--- src/design/complex_root_polynomial_map_unit_assert.svh ---
// ---------------------------------------------------------------------------
// Assertion macros for the complex root polynomial map unit
// Concurrent assertion wrappers; define NO_ASSERTIONS to compile them out.
// ---------------------------------------------------------------------------
`ifndef COMPLEX_ROOT_POLYNOMIAL_MAP_UNIT_ASSERT_SVH
`define COMPLEX_ROOT_POLYNOMIAL_MAP_UNIT_ASSERT_SVH

`ifndef NO_ASSERTIONS

// Generic assertion on a named clock, disabled while the named reset is high.
`define CRPM_ASSERT(lbl, clk, rst, prop, msg) \
   lbl: assert property (@(posedge clk) disable iff (rst) prop) else $error(msg);

// Assertion on the block's own clock and reset.
`define CRPM_CHECK(lbl, prop, msg) \
   `CRPM_ASSERT(lbl, clock, reset, prop, msg)

`else

`define CRPM_ASSERT(lbl, clk, rst, prop, msg)
`define CRPM_CHECK(lbl, prop, msg)

`endif

`endif

--- src/design/crpm_pkg.sv ---
// ---------------------------------------------------------------------------
// crpm_pkg
// Types, constants and arithmetic helpers of the complex root polynomial map.
// ---------------------------------------------------------------------------
`default_nettype none

package crpm_pkg;

   // Number of zero cells in the chain and of zero pair registers.
   localparam int MAX_ZEROS = 10;
   localparam int PAIR_REGS = (MAX_ZEROS + 1) / 2;

   // Coordinate written for an invalid pixel in out-of-place mode (-1000.0).
   localparam logic signed [31:0] INVALID_Q = -32'sd65536000;

   // Reset value of the amplitude register (1.0 + 0i).
   localparam logic [63:0] AMPLITUDE_RESET = 64'h0001_0000_0000_0000;

   // Configuration register indexes.
   typedef enum logic [2:0] {
      CSR_AMPLITUDE    = 3'd0,
      CSR_ZERO_COUNT   = 3'd1,
      CSR_ZERO_PAIR_0  = 3'd2,
      CSR_ZERO_PAIR_1  = 3'd3,
      CSR_ZERO_PAIR_2  = 3'd4,
      CSR_ZERO_PAIR_3  = 3'd5,
      CSR_ZERO_PAIR_4  = 3'd6,
      CSR_OUT_OF_PLACE = 3'd7
   } crpm_csr_type;

   // Input transaction payload.
   typedef struct packed {
      logic signed [31:0] x_coord;
      logic signed [31:0] y_coord;
      logic               parity;
      logic               invalid;
   } crpm_req_type;

   // Result transaction payload.
   typedef struct packed {
      logic signed [31:0] out_x;
      logic signed [31:0] out_y;
      logic               out_parity;
      logic               out_invalid;
      logic               write_enable;
      logic               saturated;
   } crpm_rsp_type;

   // Data handed from one cell to the next.
   typedef struct packed {
      logic signed [31:0] zr;
      logic signed [31:0] zi;
      logic signed [31:0] wr;
      logic signed [31:0] wi;
      logic               parity;
      logic               invalid;
      logic               sat;
   } crpm_link_type;

   // Saturated value with its overflow flag.
   typedef struct packed {
      logic               flag;
      logic signed [31:0] value;
   } crpm_sat_type;

   // Saturate a 49-bit signed value to signed 32 bits.
   function automatic crpm_sat_type sat32(input logic signed [48:0] v);
      crpm_sat_type r;
      r.flag = !((&v[48:31]) || !(|v[48:31]));
      if (r.flag) begin
         r.value = v[48] ? 32'sh8000_0000 : 32'sh7FFF_FFFF;
      end else begin
         r.value = v[31:0];
      end
      return r;
   endfunction

endpackage

`default_nettype wire

--- src/design/crpm_skid.sv ---
// ---------------------------------------------------------------------------
// crpm_skid
// Result register with one skid entry, decoupling the chain from rsp_stall.
// ---------------------------------------------------------------------------
`default_nettype none

module crpm_skid (
   input  wire                          clock,
   input  wire                          reset,
   input  wire                          in_valid,
   input  wire crpm_pkg::crpm_rsp_type  in_data,
   output logic                         full,
   output logic                         rsp_valid,
   output crpm_pkg::crpm_rsp_type       rsp_data,
   input  wire                          rsp_stall
);

   logic                   out_valid_ff, out_valid_in;
   logic                   skid_valid_ff, skid_valid_in;
   crpm_pkg::crpm_rsp_type out_data_ff, out_data_in;
   crpm_pkg::crpm_rsp_type skid_data_ff, skid_data_in;
   logic                   take;

   // Move results between the chain, the skid entry and the output register.
   always_comb begin
      take          = out_valid_ff && !rsp_stall;
      out_valid_in  = out_valid_ff;
      out_data_in   = out_data_ff;
      skid_valid_in = skid_valid_ff;
      skid_data_in  = skid_data_ff;
      if (skid_valid_ff) begin
         if (take) begin
            out_data_in   = skid_data_ff;
            skid_valid_in = 1'b0;
         end
      end else if (in_valid) begin
         if (!out_valid_ff || take) begin
            out_valid_in = 1'b1;
            out_data_in  = in_data;
         end else begin
            skid_valid_in = 1'b1;
            skid_data_in  = in_data;
         end
      end else if (take) begin
         out_valid_in = 1'b0;
      end
   end

   // Occupancy flags.
   always_ff @(posedge clock) begin
      if (reset) begin
         out_valid_ff  <= 1'b0;
         skid_valid_ff <= 1'b0;
      end else begin
         out_valid_ff  <= out_valid_in;
         skid_valid_ff <= skid_valid_in;
      end
   end

   // Result payloads.
   always_ff @(posedge clock) begin
      out_data_ff  <= out_data_in;
      skid_data_ff <= skid_data_in;
   end

   assign full      = skid_valid_ff;
   assign rsp_valid = out_valid_ff;
   assign rsp_data  = out_data_ff;

endmodule

`default_nettype wire

--- config.mk ---
export PLATFORM = sky130hd
export DESIGN_NAME = crpm_skid
export DESIGN_NICKNAME = d
export VERILOG_FILES = /design/src/design/complex_root_polynomial_map_unit_assert.svh /design/src/design/crpm_pkg.sv /design/src/design/crpm_skid.sv
export SDC_FILE = /design/constraint.sdc
export NUM_CORES = 1
export LEC_CHECK = 0
export BUFFER_PORTS_ARGS = -buffer_cell sky130_fd_sc_hd__buf_4
export CELL_PAD_IN_SITES_DETAIL_PLACEMENT = 1
export CELL_PAD_IN_SITES_GLOBAL_PLACEMENT = 1
export CORE_MARGIN = 1.5
export CORE_UTILIZATION = 44
export DETAILED_ROUTE_END_ITERATION = 7
export GPL_ROUTABILITY_DRIVEN = 0
export PLACE_DENSITY_LB_ADDON = 0.05
export SETUP_SLACK_MARGIN = 0.02
export SKIP_LAST_GASP = 1
export SLEW_MARGIN = 20
export SYNTH_ARGS = -nofsm -noshare
export SYNTH_HDL_FRONTEND = slang
export SYNTH_SLANG_ARGS = --single-unit
--- constraint.sdc ---
create_clock -name clock -period 5.9 [get_ports clock]
set_input_delay 0.59 -clock clock [delete_from_list [all_inputs] [get_ports clock]]
set_output_delay 0.59 -clock clock [all_outputs]
set_load 0.02 [all_outputs]
# ---- Yosys cells after proc, flatten, opt, wreduce, memory -nomap -nowiden
# Index checks and enable logic that the tools add are counted.
dict set report op_classes {
  eq_ne 2
  muxes 11
  bitwise_logic 2
  reduce_logical 10
}
# operator n
set op_table {}
lappend op_table {{$mux W68} 4}
lappend op_table {{$reduce_and A3 Y1} 3}
lappend op_table {{$mux W1} 7}
lappend op_table {{$reduce_bool A2 Y1} 3}
lappend op_table {{$ne A2 B1 Y1 const B} 2}
lappend op_table {{$logic_not A1 Y1} 2}
lappend op_table {{$not A1 Y1} 2}
lappend op_table {{$logic_and A1 B1 Y1} 1}
lappend op_table {{$logic_or A1 B1 Y1} 1}
dict set report totals {
  reg_bits 138
  inputBits 72
  output_inout_bits 70
  word_cells 39
}

# ---- Depth between registers and ports, before layout
# Gate-level depths: netlist of run 1.
dict set report logic_depth {
  word_depth 6
  mapped_depth 4
  mapped_depth_nobuf 2
}

# ---- Least setup slack after synthesis of run 1
# Ideal clock, no wire load.
dict set report synth_path {
  path_kind {flip-flop to flip-flop}
  start {register skid_valid_ff, in the netlist full}
  end {register out_data_ff (netlist bit rsp_data[0]), enable pin}
  setup_ns 0.513
  arrival_ns 4.130
  t_required_ns 5.387
  path_slack_ns 1.258
  stages_incl_launch_ff 5
  n_path_buf 2
  period_less_slack_ns 4.642
  cell_sequence {dfxtp_1 > buf_6 > buf_12 > nand2_1 > a21boi_1}
}
dict set report synth_via {
  elab_chain_cells 2
  word_cells_on_any_way 4
  cone_classes {eq/ne (1); reduce/logical (3)}
}
# item line
set synth_rtl {}
lappend synth_rtl {{from (decl)} crpm_skid.sv:19} ;# logic skid_valid_ff, skid_valid_in;
lappend synth_rtl {{from (signal assigned)} crpm_skid.sv:56} ;# skid_valid_ff <= skid_valid_in;
lappend synth_rtl {{$ne A2 B1 Y1 (no line) / $reduce_bool A2 Y1 (equally long branches)} --}
lappend synth_rtl {{$reduce_and A3 Y1 (no line) *} --}
lappend synth_rtl {{to (signal assigned)} crpm_skid.sv:62} ;# out_data_ff <= out_data_in;
lappend synth_rtl {{to (decl)} crpm_skid.sv:20} ;# crpm_pkg::crpm_rsp_type out_data_ff, out_data_in;
# Mark *: on every way between the ends. The rest lies on a longest branch, timed or not.
# A chain may end at the register's enable or synchronous reset.

# ---- Final worst setup path of run 1
dict set report layout_path {
  start {register skid_valid_ff, in the netlist full}
  end {output port full}
}
# item line
set layout_rtl {}
lappend layout_rtl {{to (decl)} crpm_skid.sv:12} ;# output logic full,
# No word-level cell between the ends.

==> results of run 1 <==
==> power groups by stage <==
stage	registers, W	clock network, W	logic, W
floorplan	0.00124	0	0.000100
detailed placement	0.00119	0	0.000258
global placement	0.00119	0	0.000252
finish	0.00117	0.000984	0.000258
CTS	0.00117	0.00101	0.000259
global route	0.00117	0.00105	0.000274
==> metrics by stage <==
stage	power (W)	utilization (%)	instances
final	0.00241	59.2	540
after global routing	0.00250	59.2	540
after CTS	0.00244	59.0	539
after detailed placement	0.00145	54.4	507
after global placement	0.00144	54.4	507
after floorplan	0.00134	-	224
==> synthesized netlist by cell type, drive strengths merged <==
cell type / instances / share of area (%)
edfxtp: 136 / 76
mux2: 68 / 19
buf: 8 / 2.8
a21oi: 2 / 0.19
dfxtp: 2 / 0.75
nand2: 2 / 0.14
a21boi: 1 / 0.14
nand2b: 1 / 0.12
nor2: 1 / 0.070
nor2b: 1 / 0.12
nor3: 1 / 0.093
o21ai: 1 / 0.16
==> area by class of cell <==
| class | count | share of cell area, % |
|---|---|---|
| clock inverters | 11 | 1.47 |
| multi-input cells | 78 | 15.5 |
| flip-flops and latches | 138 | 58.5 |
| well taps | 147 | 2.61 |
| repair buffers | 145 | 15.7 |
| clock buffers | 21 | 6.24 |
==> placed cells by master, fill, tap and decap left out <==
cell type                      n
sky130_fd_sc_hd__dfxtp_1       1
sky130_fd_sc_hd__dfxtp_4       1
sky130_fd_sc_hd__a21oi_1       2
sky130_fd_sc_hd__mux2_2        1
sky130_fd_sc_hd__bufinv_16     2
sky130_fd_sc_hd__a21boi_4      1
sky130_fd_sc_hd__buf_16        1
sky130_fd_sc_hd__nor2_4        1
sky130_fd_sc_hd__clkinv_2      5
sky130_fd_sc_hd__nand2_1       2
sky130_fd_sc_hd__mux2_4       67
sky130_fd_sc_hd__nand2b_1      1
sky130_fd_sc_hd__clkbuf_1      4
sky130_fd_sc_hd__nor3_1        1
sky130_fd_sc_hd__edfxtp_1    136
sky130_fd_sc_hd__clkbuf_16    17
sky130_fd_sc_hd__clkinv_1      3
sky130_fd_sc_hd__buf_4       144
sky130_fd_sc_hd__nor2b_1       1
sky130_fd_sc_hd__o21ai_2       1
sky130_fd_sc_hd__clkinvlp_4    1
==> worst reg2reg max path, stage by stage, from the launching register on <==
cell and delay, ns:
sky130_fd_sc_hd__dfxtp_4 0.77, sky130_fd_sc_hd__nand2_1 0.21, sky130_fd_sc_hd__a21boi_4 0.58, sky130_fd_sc_hd__buf_16 0.24, sky130_fd_sc_hd__buf_4 0.44
==> how the worst min path moves through the flow <==
stage	start	end	slack [ns]	cells after the start
CTS	reset	rsp_valid	0.33	2
global route	reset	rsp_valid	0.34	2
finish	reset	rsp_valid	0.35	2
global placement	rsp_valid	rsp_valid	0.50	2
floorplan	skid_data_ff[62]	rsp_data[62]	0.52	1
detailed placement	rsp_valid	rsp_valid	0.52	2
==> state kept, by name (all words and copies together) (netlist names) <==
signal	count
rsp_data	68
full	1
skid_data_ff	68
rsp_valid	1
==> cells by family after synthesis <==
kind of cell,after synthesis,synth area share [%]
AO/OA/AOI/OAI,4,0.491
buffers and inverters,8,2.83
flip-flops,138,77.1
multiplexers,68,19.0
AND/OR/NAND/NOR,6,0.538
==> routing by layer <==
layer,share of wire [%],vias up
met5,0,-
met4,2.1,0
met3,7.6,16
met2,50,96
met1,40,1234
li1,-,1199
==> results.txt, run 1 <==
RSZ-0062 raised after global routing = false
slowest library cell on the worst path = sky130_fd_sc_hd__dfxtp_4
total routed wirelength = 9.69 mm
switching power = 0.000516 W
register clock-pin slew on the reported worst setup and hold paths = 0.05 ns
number of inserted filler cells in the final layout = 1,069
Die H = 113 um
Fin. Hold Viols = 0
critical path endpoint = full
fraction of power spent switching nets = 21.4%
worst slew pin tran = 0.815 ns
Netlist cell types = 14
GR met1 Demand/Resource = 19.2%
global-route wire length before repair = 15.2 mm
crit-path max FO = 37
quantity of gates resized following cts = 0
Synth Area per Inst = 23.9 um2
Required @ worst endpoint = 5.31 ns
largest buffer count on any clock path = 2
Non-Filler Cell Area, Final = 0.00706 mm2
total clock sinks = 138
clock insertion delay at the later pin of the skew report = 0.41 ns
crit path cell chain = buf_4 -> buf_4
share of power burned in combinational logic = 10.7%
relative contribution of sequential cells to total power = 48.5%
horizontal extent of the die = 113 um
critical register-to-register path endpoint = rsp_data[66]
final global-route overflow total = 0
final count of negative-setup-slack endpoints = 0
data arrival at the endpoint of the critical path = 2.16 ns
MaxCap Viol Count = 0
leakage component of the power = 2.76 nW
tightest hold margin = 0.346 ns
endpoint class of the critical path = primary output
total standard cell area after synthesis = 0.00535 mm2
clock group share of total power = 40.8%
fraction of layout cells with a size suffix above 1 = 61.6%
Synth Register Bits = 138
critical path startpoint = full
DPL Wire Length = 6.48 mm
Critical Path Max Stage Delay = 0.77 ns
launching point of the worst reg2reg path = full
CTS tree = built
net count reported at finish = 452
number of remaining DRC errors = 0
via count of the first global-routing pass = 2,719
Port-buffer cells = 141
number of cells traversed by the worst register-to-register path = 4
met2 layer usage reported by global route = 26.2%
number of cells produced by synthesis = 224
total CTS buffers = 17
Power per Cell Area = 342 mW/mm2
CP dominant cell by count = sky130_fd_sc_hd__buf_4
CORE AREA = 0.0119 mm2
Initial Utilization = 44.9%
overall via count from detail_route = 2,545
register area share after synthesis = 77.1%
class of the worst hold path = in -> reg
area used by multi-input combinational logic = 0.00109 mm2
Top-Level Pins = 142
headroom to the max-slew limit = 45.5%
area growth from synthesis to layout = 31.9%
number of placement rows = 40
setup tns final = 0 ns
Final Slew Violations = 0
kind of critical path = reg -> out
gr usage total = 16.3%
outcome = complete, no violations
CP top delay family = buffers and inverters
Initial DRC Count = 139
number of nets still failing antenna checks after routing = 0
diodes inserted = 0
CTS root buffer = sky130_fd_sc_hd__clkbuf_16
met3 Use GR = 6.70%
number of setup buffers added after CTS = 0
post-layout minimum cycle time = 2.75 ns
post-DR wirelength/cell = 17.9 um
clock skew after layout = 0.00544 ns
cell count along the critical path = 2
maximum vdd drop = 0.176 mV
Final Cycle Share = 46.5%
sum of buffers and inverters on the critical path = 2
GRT Max-Usage Layer = met2
internal power component = 0.00189 W
pin count of the biggest net entering global routing = 40
routed vias/inst = 4.71
Net Count, Synth = 296
die area = 0.0128 mm2
kind of start point of the critical path = flop
number of antenna violations at the first check in global routing = 0
count of warnings emitted by yosys = 0
Sequential cell area = 0.00413 mm2
post-route worst setup slack = 3.15 ns
number of hold-repair buffers added at the cts stage = 0
post-placement cell area = 0.00648 mm2
FMAX = 364 MHz
number of levels in the clock H-tree = 4
slack of the worst reg-to-reg path = 3.29 ns
first-pass iteration count of the detailed router = 4
Post-Place Setup Slack = 2.99 ns
(Power assumes the default switching activity.)
==> run 2, diff against run 1 <==
==> constraint.sdc (replaced) <==
create_clock -name clock -period 2.7 [get_ports clock]
set_input_delay 0.27 -clock clock [delete_from_list [all_inputs] [get_ports clock]]
set_output_delay 0.27 -clock clock [all_outputs]
set_load 0.02 [all_outputs]
==> run 2 against run 1 <==
  * Final cell count up 0.19%
  * Non-clock buffer count up 1
  * Critical endpoint is now skid_data_ff[1]
  * Critical path depth up 1
  * Highest routed layer unchanged
  * Worst setup slack worse by 2.1 ns
  * Largest power group unchanged
  * Via count up 0.94%
==> results.txt, run 2 (synthesis results as in run 1) <==
outcome = complete, no violations
CTS root buffer = sky130_fd_sc_hd__clkbuf_16
number of hold-repair buffers added at the cts stage = 0
number of setup buffers added after CTS = 0
total routed wirelength = 9.87 mm
Initial Utilization = 44.9%
register clock-pin slew on the reported worst setup and hold paths = 0.05 ns
Initial DRC Count = 72
crit path cell chain = nand2b_1 -> nor2_4 -> buf_4
area used by multi-input combinational logic = 0.00109 mm2
dpl cells = 509
Top-Level Pins = 142
overall via count from detail_route = 2,569
Final Cycle Share = 61.4%
Required @ worst endpoint = 2.75 ns
Non-Filler Instances = 541
first-pass iteration count of the detailed router = 4
cell count along the critical path = 3
CP top delay family = flip-flops
sum of buffers and inverters on the critical path = 1
total power of the final layout = 0.00535 W
number of placement rows = 40
Port-buffer cells = 141
post-layout minimum cycle time = 1.66 ns
final global-route overflow total = 0
FMAX = 603 MHz
number of remaining DRC errors = 0
slowest library cell on the worst path = sky130_fd_sc_hd__dfxtp_4
MaxCap Viol Count = 0
headroom to the max-slew limit = 69.0%
clock skew after layout = 0.00431 ns
routed vias/inst = 4.75
data arrival at the endpoint of the critical path = 1.71 ns
global-route wire length before repair = 15.0 mm
Power per Cell Area = 755 mW/mm2
kind of start point of the critical path = flop
total clock sinks = 138
number of levels in the clock H-tree = 4
most common cell after layout, fill and taps aside = sky130_fd_sc_hd__buf_4
diodes inserted = 0
area growth from synthesis to layout = 32.6%
commonest non-fill, non-tap cells in the layout = sky130_fd_sc_hd__buf_4 (144), sky130_fd_sc_hd__edfxtp_1 (136), sky130_fd_sc_hd__mux2_4 (67)
endpoint class of the critical path = flop
Sequential cell area = 0.00413 mm2
RSZ-0062 raised after global routing = false
crit-path max FO = 35
largest buffer count on any clock path = 2
die area = 0.0128 mm2
number of nets still failing antenna checks after routing = 0
horizontal extent of the die = 113 um
total CTS buffers = 17
net count reported at finish = 453
worst slew pin tran = 0.466 ns
number of antenna violations at the first check in global routing = 0
gr usage total = 16.1%
CORE AREA = 0.0119 mm2
tightest hold margin = 0.0260 ns
fraction of layout cells with a size suffix above 1 = 61.4%
CTS tree = built
maximum vdd drop = 0.541 mV
pin count of the biggest net entering global routing = 57
clock insertion delay at the later pin of the skew report = 0.41 ns
Die H = 113 um
class of the worst hold path = in -> reg
Final Slew Violations = 0
Critical Path Max Stage Delay = 0.44 ns
via count of the first global-routing pass = 2,733
leakage component of the power = 2.78 nW
final count of negative-setup-slack endpoints = 0
number of instances on the worst hold path = 2
quantity of gates resized following cts = 0
Fin. Hold Viols = 0
setup tns final = 0 ns
post-DR wirelength/cell = 18.2 um
number of inserted filler cells in the final layout = 1,058
number of cells traversed by the worst register-to-register path = 3
DPL Wire Length = 6.63 mm
kind of critical path = reg -> reg
==> run 2: changes by cell type in the layout (fill, tap and decap cells not counted) <==
cell / before / now
sky130_fd_sc_hd__clkinv_1: 3 / 6
sky130_fd_sc_hd__clkbuf_1: 4 / 2
sky130_fd_sc_hd__buf_12: 0 / 2
sky130_fd_sc_hd__buf_16: 1 / 0
sky130_fd_sc_hd__clkinv_2: 5 / 4
sky130_fd_sc_hd__bufinv_16: 2 / 3
sky130_fd_sc_hd__clkinvlp_4: 1 / 0
==> run 2: cell type report <==
| cell class | count | area share (%) |
|---|---|---|
| clock inverters | 13 | 1.87 |
| multi-input cells | 78 | 15.4 |
| well taps | 147 | 2.59 |
| clock buffers | 19 | 6.11 |
| flip-flops and latches | 138 | 58.2 |
| repair buffers | 146 | 15.8 |
==> run 2: path summary, 6_finish.rpt <==
kind / startpoint / endpoint / slack [ns]
worst min register to register: rsp_valid / rsp_valid / 0.54
worst max-delay path: full / skid_data_ff[1] / 1.04
worst max register to register: full / skid_data_ff[1] / 1.04
worst min-delay path: reset / full / 0.03
==> run 2: worst reg2reg max path, delay by kind of cell (launching register included) <==
kind / cells / cell delay (ns)
and+or+nand+nor: 2 / 0.43
DFF: 1 / 0.44
buffers and inverters: 1 / 0.42
==> run 2: report_power, final <==
group	internal (W)	switching, W
logic	0.000299	0.000275
clock network	0.00142	0.000815
registers	0.00250	0.0000422
total	0.00422	0.00113
==> run 2: stage by stage <==
stage | setup WS, ns | utilization (%) | instance area, um2
finish | 1.04 | 59.5 | 7090
global route | 0.930 | 59.5 | 7090
detailed placement | 1.05 | 54.8 | 6520
CTS | 1.02 | 59.5 | 7090
floorplan | 0.187 | - | 5370
global placement | 1.09 | 54.8 | 6520
==> run 2: per-layer routing <==
metal | routed length [um] | vias up | global-route usage [%]
li1 | - | 1205 | -
met1 | 3920 | 1263 | 18.5
met2 | 5190 | 90 | 27.3
met3 | 612 | 11 | 5.41
met4 | 154 | 0 | 8.00
met5 | 0 | - | 0
==> run 3, diff against run 2 <==
==> constraint.sdc (replaced) <==
create_clock -name clock -period 1.66 [get_ports clock]
set_input_delay 0.166 -clock clock [delete_from_list [all_inputs] [get_ports clock]]
set_output_delay 0.166 -clock clock [all_outputs]
set_load 0.02 [all_outputs]
==> run 3 against run 2 <==
  * Via count rose by 13%
  * Total power grew 61%
  * Hold slack improved by 0.054 ns
  * Register-to-register slack got worse by 0.76 ns
  * Clock power rose by 51%
  * Combinational power increased by 93%
  * Global-route usage grew 1.7 points
  * Clock skew about the same
  * Sequential share of layout area down 5.4 points
  * Critical path depth fell by 1
  * Flip-flop and latch count did not move
  * Sequential power up 63%
  * Largest power group unchanged
  * Highest routed layer unchanged
==> results.txt, run 3 (synthesis results as in run 1) <==
outcome = complete, no violations
number of nets still failing antenna checks after routing = 0
number of remaining DRC errors = 0
dpl cells = 510
total power of the final layout = 0.00863 W
area used by multi-input combinational logic = 0.00111 mm2
MaxCap Viol Count = 0
kind of start point of the critical path = flop
total routed wirelength = 11.0 mm
headroom to the max-slew limit = 79.2%
class of the worst hold path = in -> reg
largest buffer count on any clock path = 2
first-pass iteration count of the detailed router = 4
Final Slew Violations = 0
Hold Path Origin = rsp_stall
clock insertion delay at the later pin of the skew report = 0.41 ns
global-route wire length before repair = 16.7 mm
routed vias/inst = 4.74
Non-Filler Instances = 611
leakage component of the power = 3.09 nW
Final Cycle Share = 85.9%
Port-buffer cells = 141
post-layout minimum cycle time = 1.43 ns
slack of the worst reg-to-reg path = 0.28 ns
worst slew pin tran = 0.312 ns
net count reported at finish = 523
data arrival at the endpoint of the critical path = 1.26 ns
most common cell after layout, fill and taps aside = sky130_fd_sc_hd__buf_4
CTS tree = built
Fin. Hold Viols = 0
hold-critical path endpoint = full
via count of the first global-routing pass = 3,117
number of instances on the worst hold path = 3
horizontal extent of the die = 113 um
Initial DRC Count = 71
fraction of layout cells with a size suffix above 1 = 53.0%
critical register-to-register path endpoint = rsp_data[40]
final count of negative-setup-slack endpoints = 0
Initial Utilization = 44.9%
RSZ-0062 raised after global routing = false
final global-route overflow total = 0
Sequential cell area = 0.00413 mm2
Die H = 113 um
register clock-pin slew on the reported worst setup and hold paths = 0.05 ns
overall via count from detail_route = 2,899
Power per Cell Area = 1100 mW/mm2
FMAX = 701 MHz
Required @ worst endpoint = 1.49 ns
number of setup buffers added after CTS = 0
Top-Level Pins = 142
total CTS buffers = 17
critical path startpoint = full
number of inserted filler cells in the final layout = 1,000
setup tns final = 0 ns
CTS root buffer = sky130_fd_sc_hd__clkbuf_16
pin count of the biggest net entering global routing = 48
crit-path max FO = 31
number of levels in the clock H-tree = 4
number of cells traversed by the worst register-to-register path = 3
gr usage total = 17.9%
die area = 0.0128 mm2
post-DR wirelength/cell = 17.9 um
DPL Wire Length = 6.40 mm
endpoint class of the critical path = primary output
diodes inserted = 0
number of placement rows = 40
area growth from synthesis to layout = 46.3%
kind of critical path = reg -> out
CORE AREA = 0.0119 mm2
clock skew after layout = 0.00398 ns
launching point of the worst reg2reg path = full
total clock sinks = 138
maximum vdd drop = 0.577 mV
commonest non-fill, non-tap cells in the layout = sky130_fd_sc_hd__buf_4 (141), sky130_fd_sc_hd__edfxtp_1 (136), sky130_fd_sc_hd__dlygate4sd3_1 (69)
number of antenna violations at the first check in global routing = 0
==> run 3: cell count changes in the layout (fill, tap and decap cells not counted), sizes merged <==
cell,before,now
bufinv,3,0
clkbuf,19,30
buf,146,147
dlygate4sd3,0,69
clkinv,10,2
==> run 3: critical path, stage by stage, from the launching register on <==
cell and delay (ns):
sky130_fd_sc_hd__dfxtp_4 0.39, sky130_fd_sc_hd__buf_12 0.26, sky130_fd_sc_hd__buf_4 0.19
==> run 3: per-layer routing <==
| metal | wire (um) | track usage, % |
|---|---|---|
| met3 | 575 | 6.05 |
| met1 | 4520 | 20.7 |
| met2 | 5700 | 30.2 |
| met4 | 168 | 8.00 |
| met5 | 0 | 0 |
==> run 3: metrics by stage <==
step | hold WS, ns | setup slack [ns] | area, um2 | util [%]
after floorplan | 0.228 | -0.697 | 5400 | -
after detailed placement | 0.343 | 0.278 | 6600 | 55.4
after global placement | 0.348 | 0.303 | 6600 | 55.4
after CTS | 0.0571 | 0.193 | 7820 | 65.7
final | 0.0799 | 0.234 | 7820 | 65.7
after global routing | 0.0689 | 0.172 | 7820 | 65.7
==> run 3: report_power, final <==
| part | internal [W] | switching, W |
|---|---|---|
| registers | 0.00407 | 0.0000625 |
| logic | 0.000610 | 0.000499 |
| clock network | 0.00211 | 0.00129 |
==> run 3: what timing repair did <==
action                                 in CTS  in global routing
resized for setup                           0                  0
endpoints found under the hold margin      70                  0
hold buffers                               69                  0
==> run 3: worst max-delay path by stage <==
| stage | end | slack (ns) | cells past startpoint |
|---|---|---|---|
| floorplan | rsp_data[0] | -0.70 | 4 |
| global placement | rsp_data[1] | 0.30 | 3 |
| detailed placement | rsp_data[20] | 0.28 | 3 |
| CTS | full | 0.19 | 2 |
| global route | full | 0.17 | 2 |
| finish | full | 0.23 | 2 |
==> run 3: layout make-up <==
class,instances,area share [%]
Tap cell,147,2.35
Clock inverter,2,0.128
Multi-Input combinational cell,78,14.1
Sequential cell,138,52.8
Clock buffer,30,6.70
Timing Repair Buffer,216,23.9
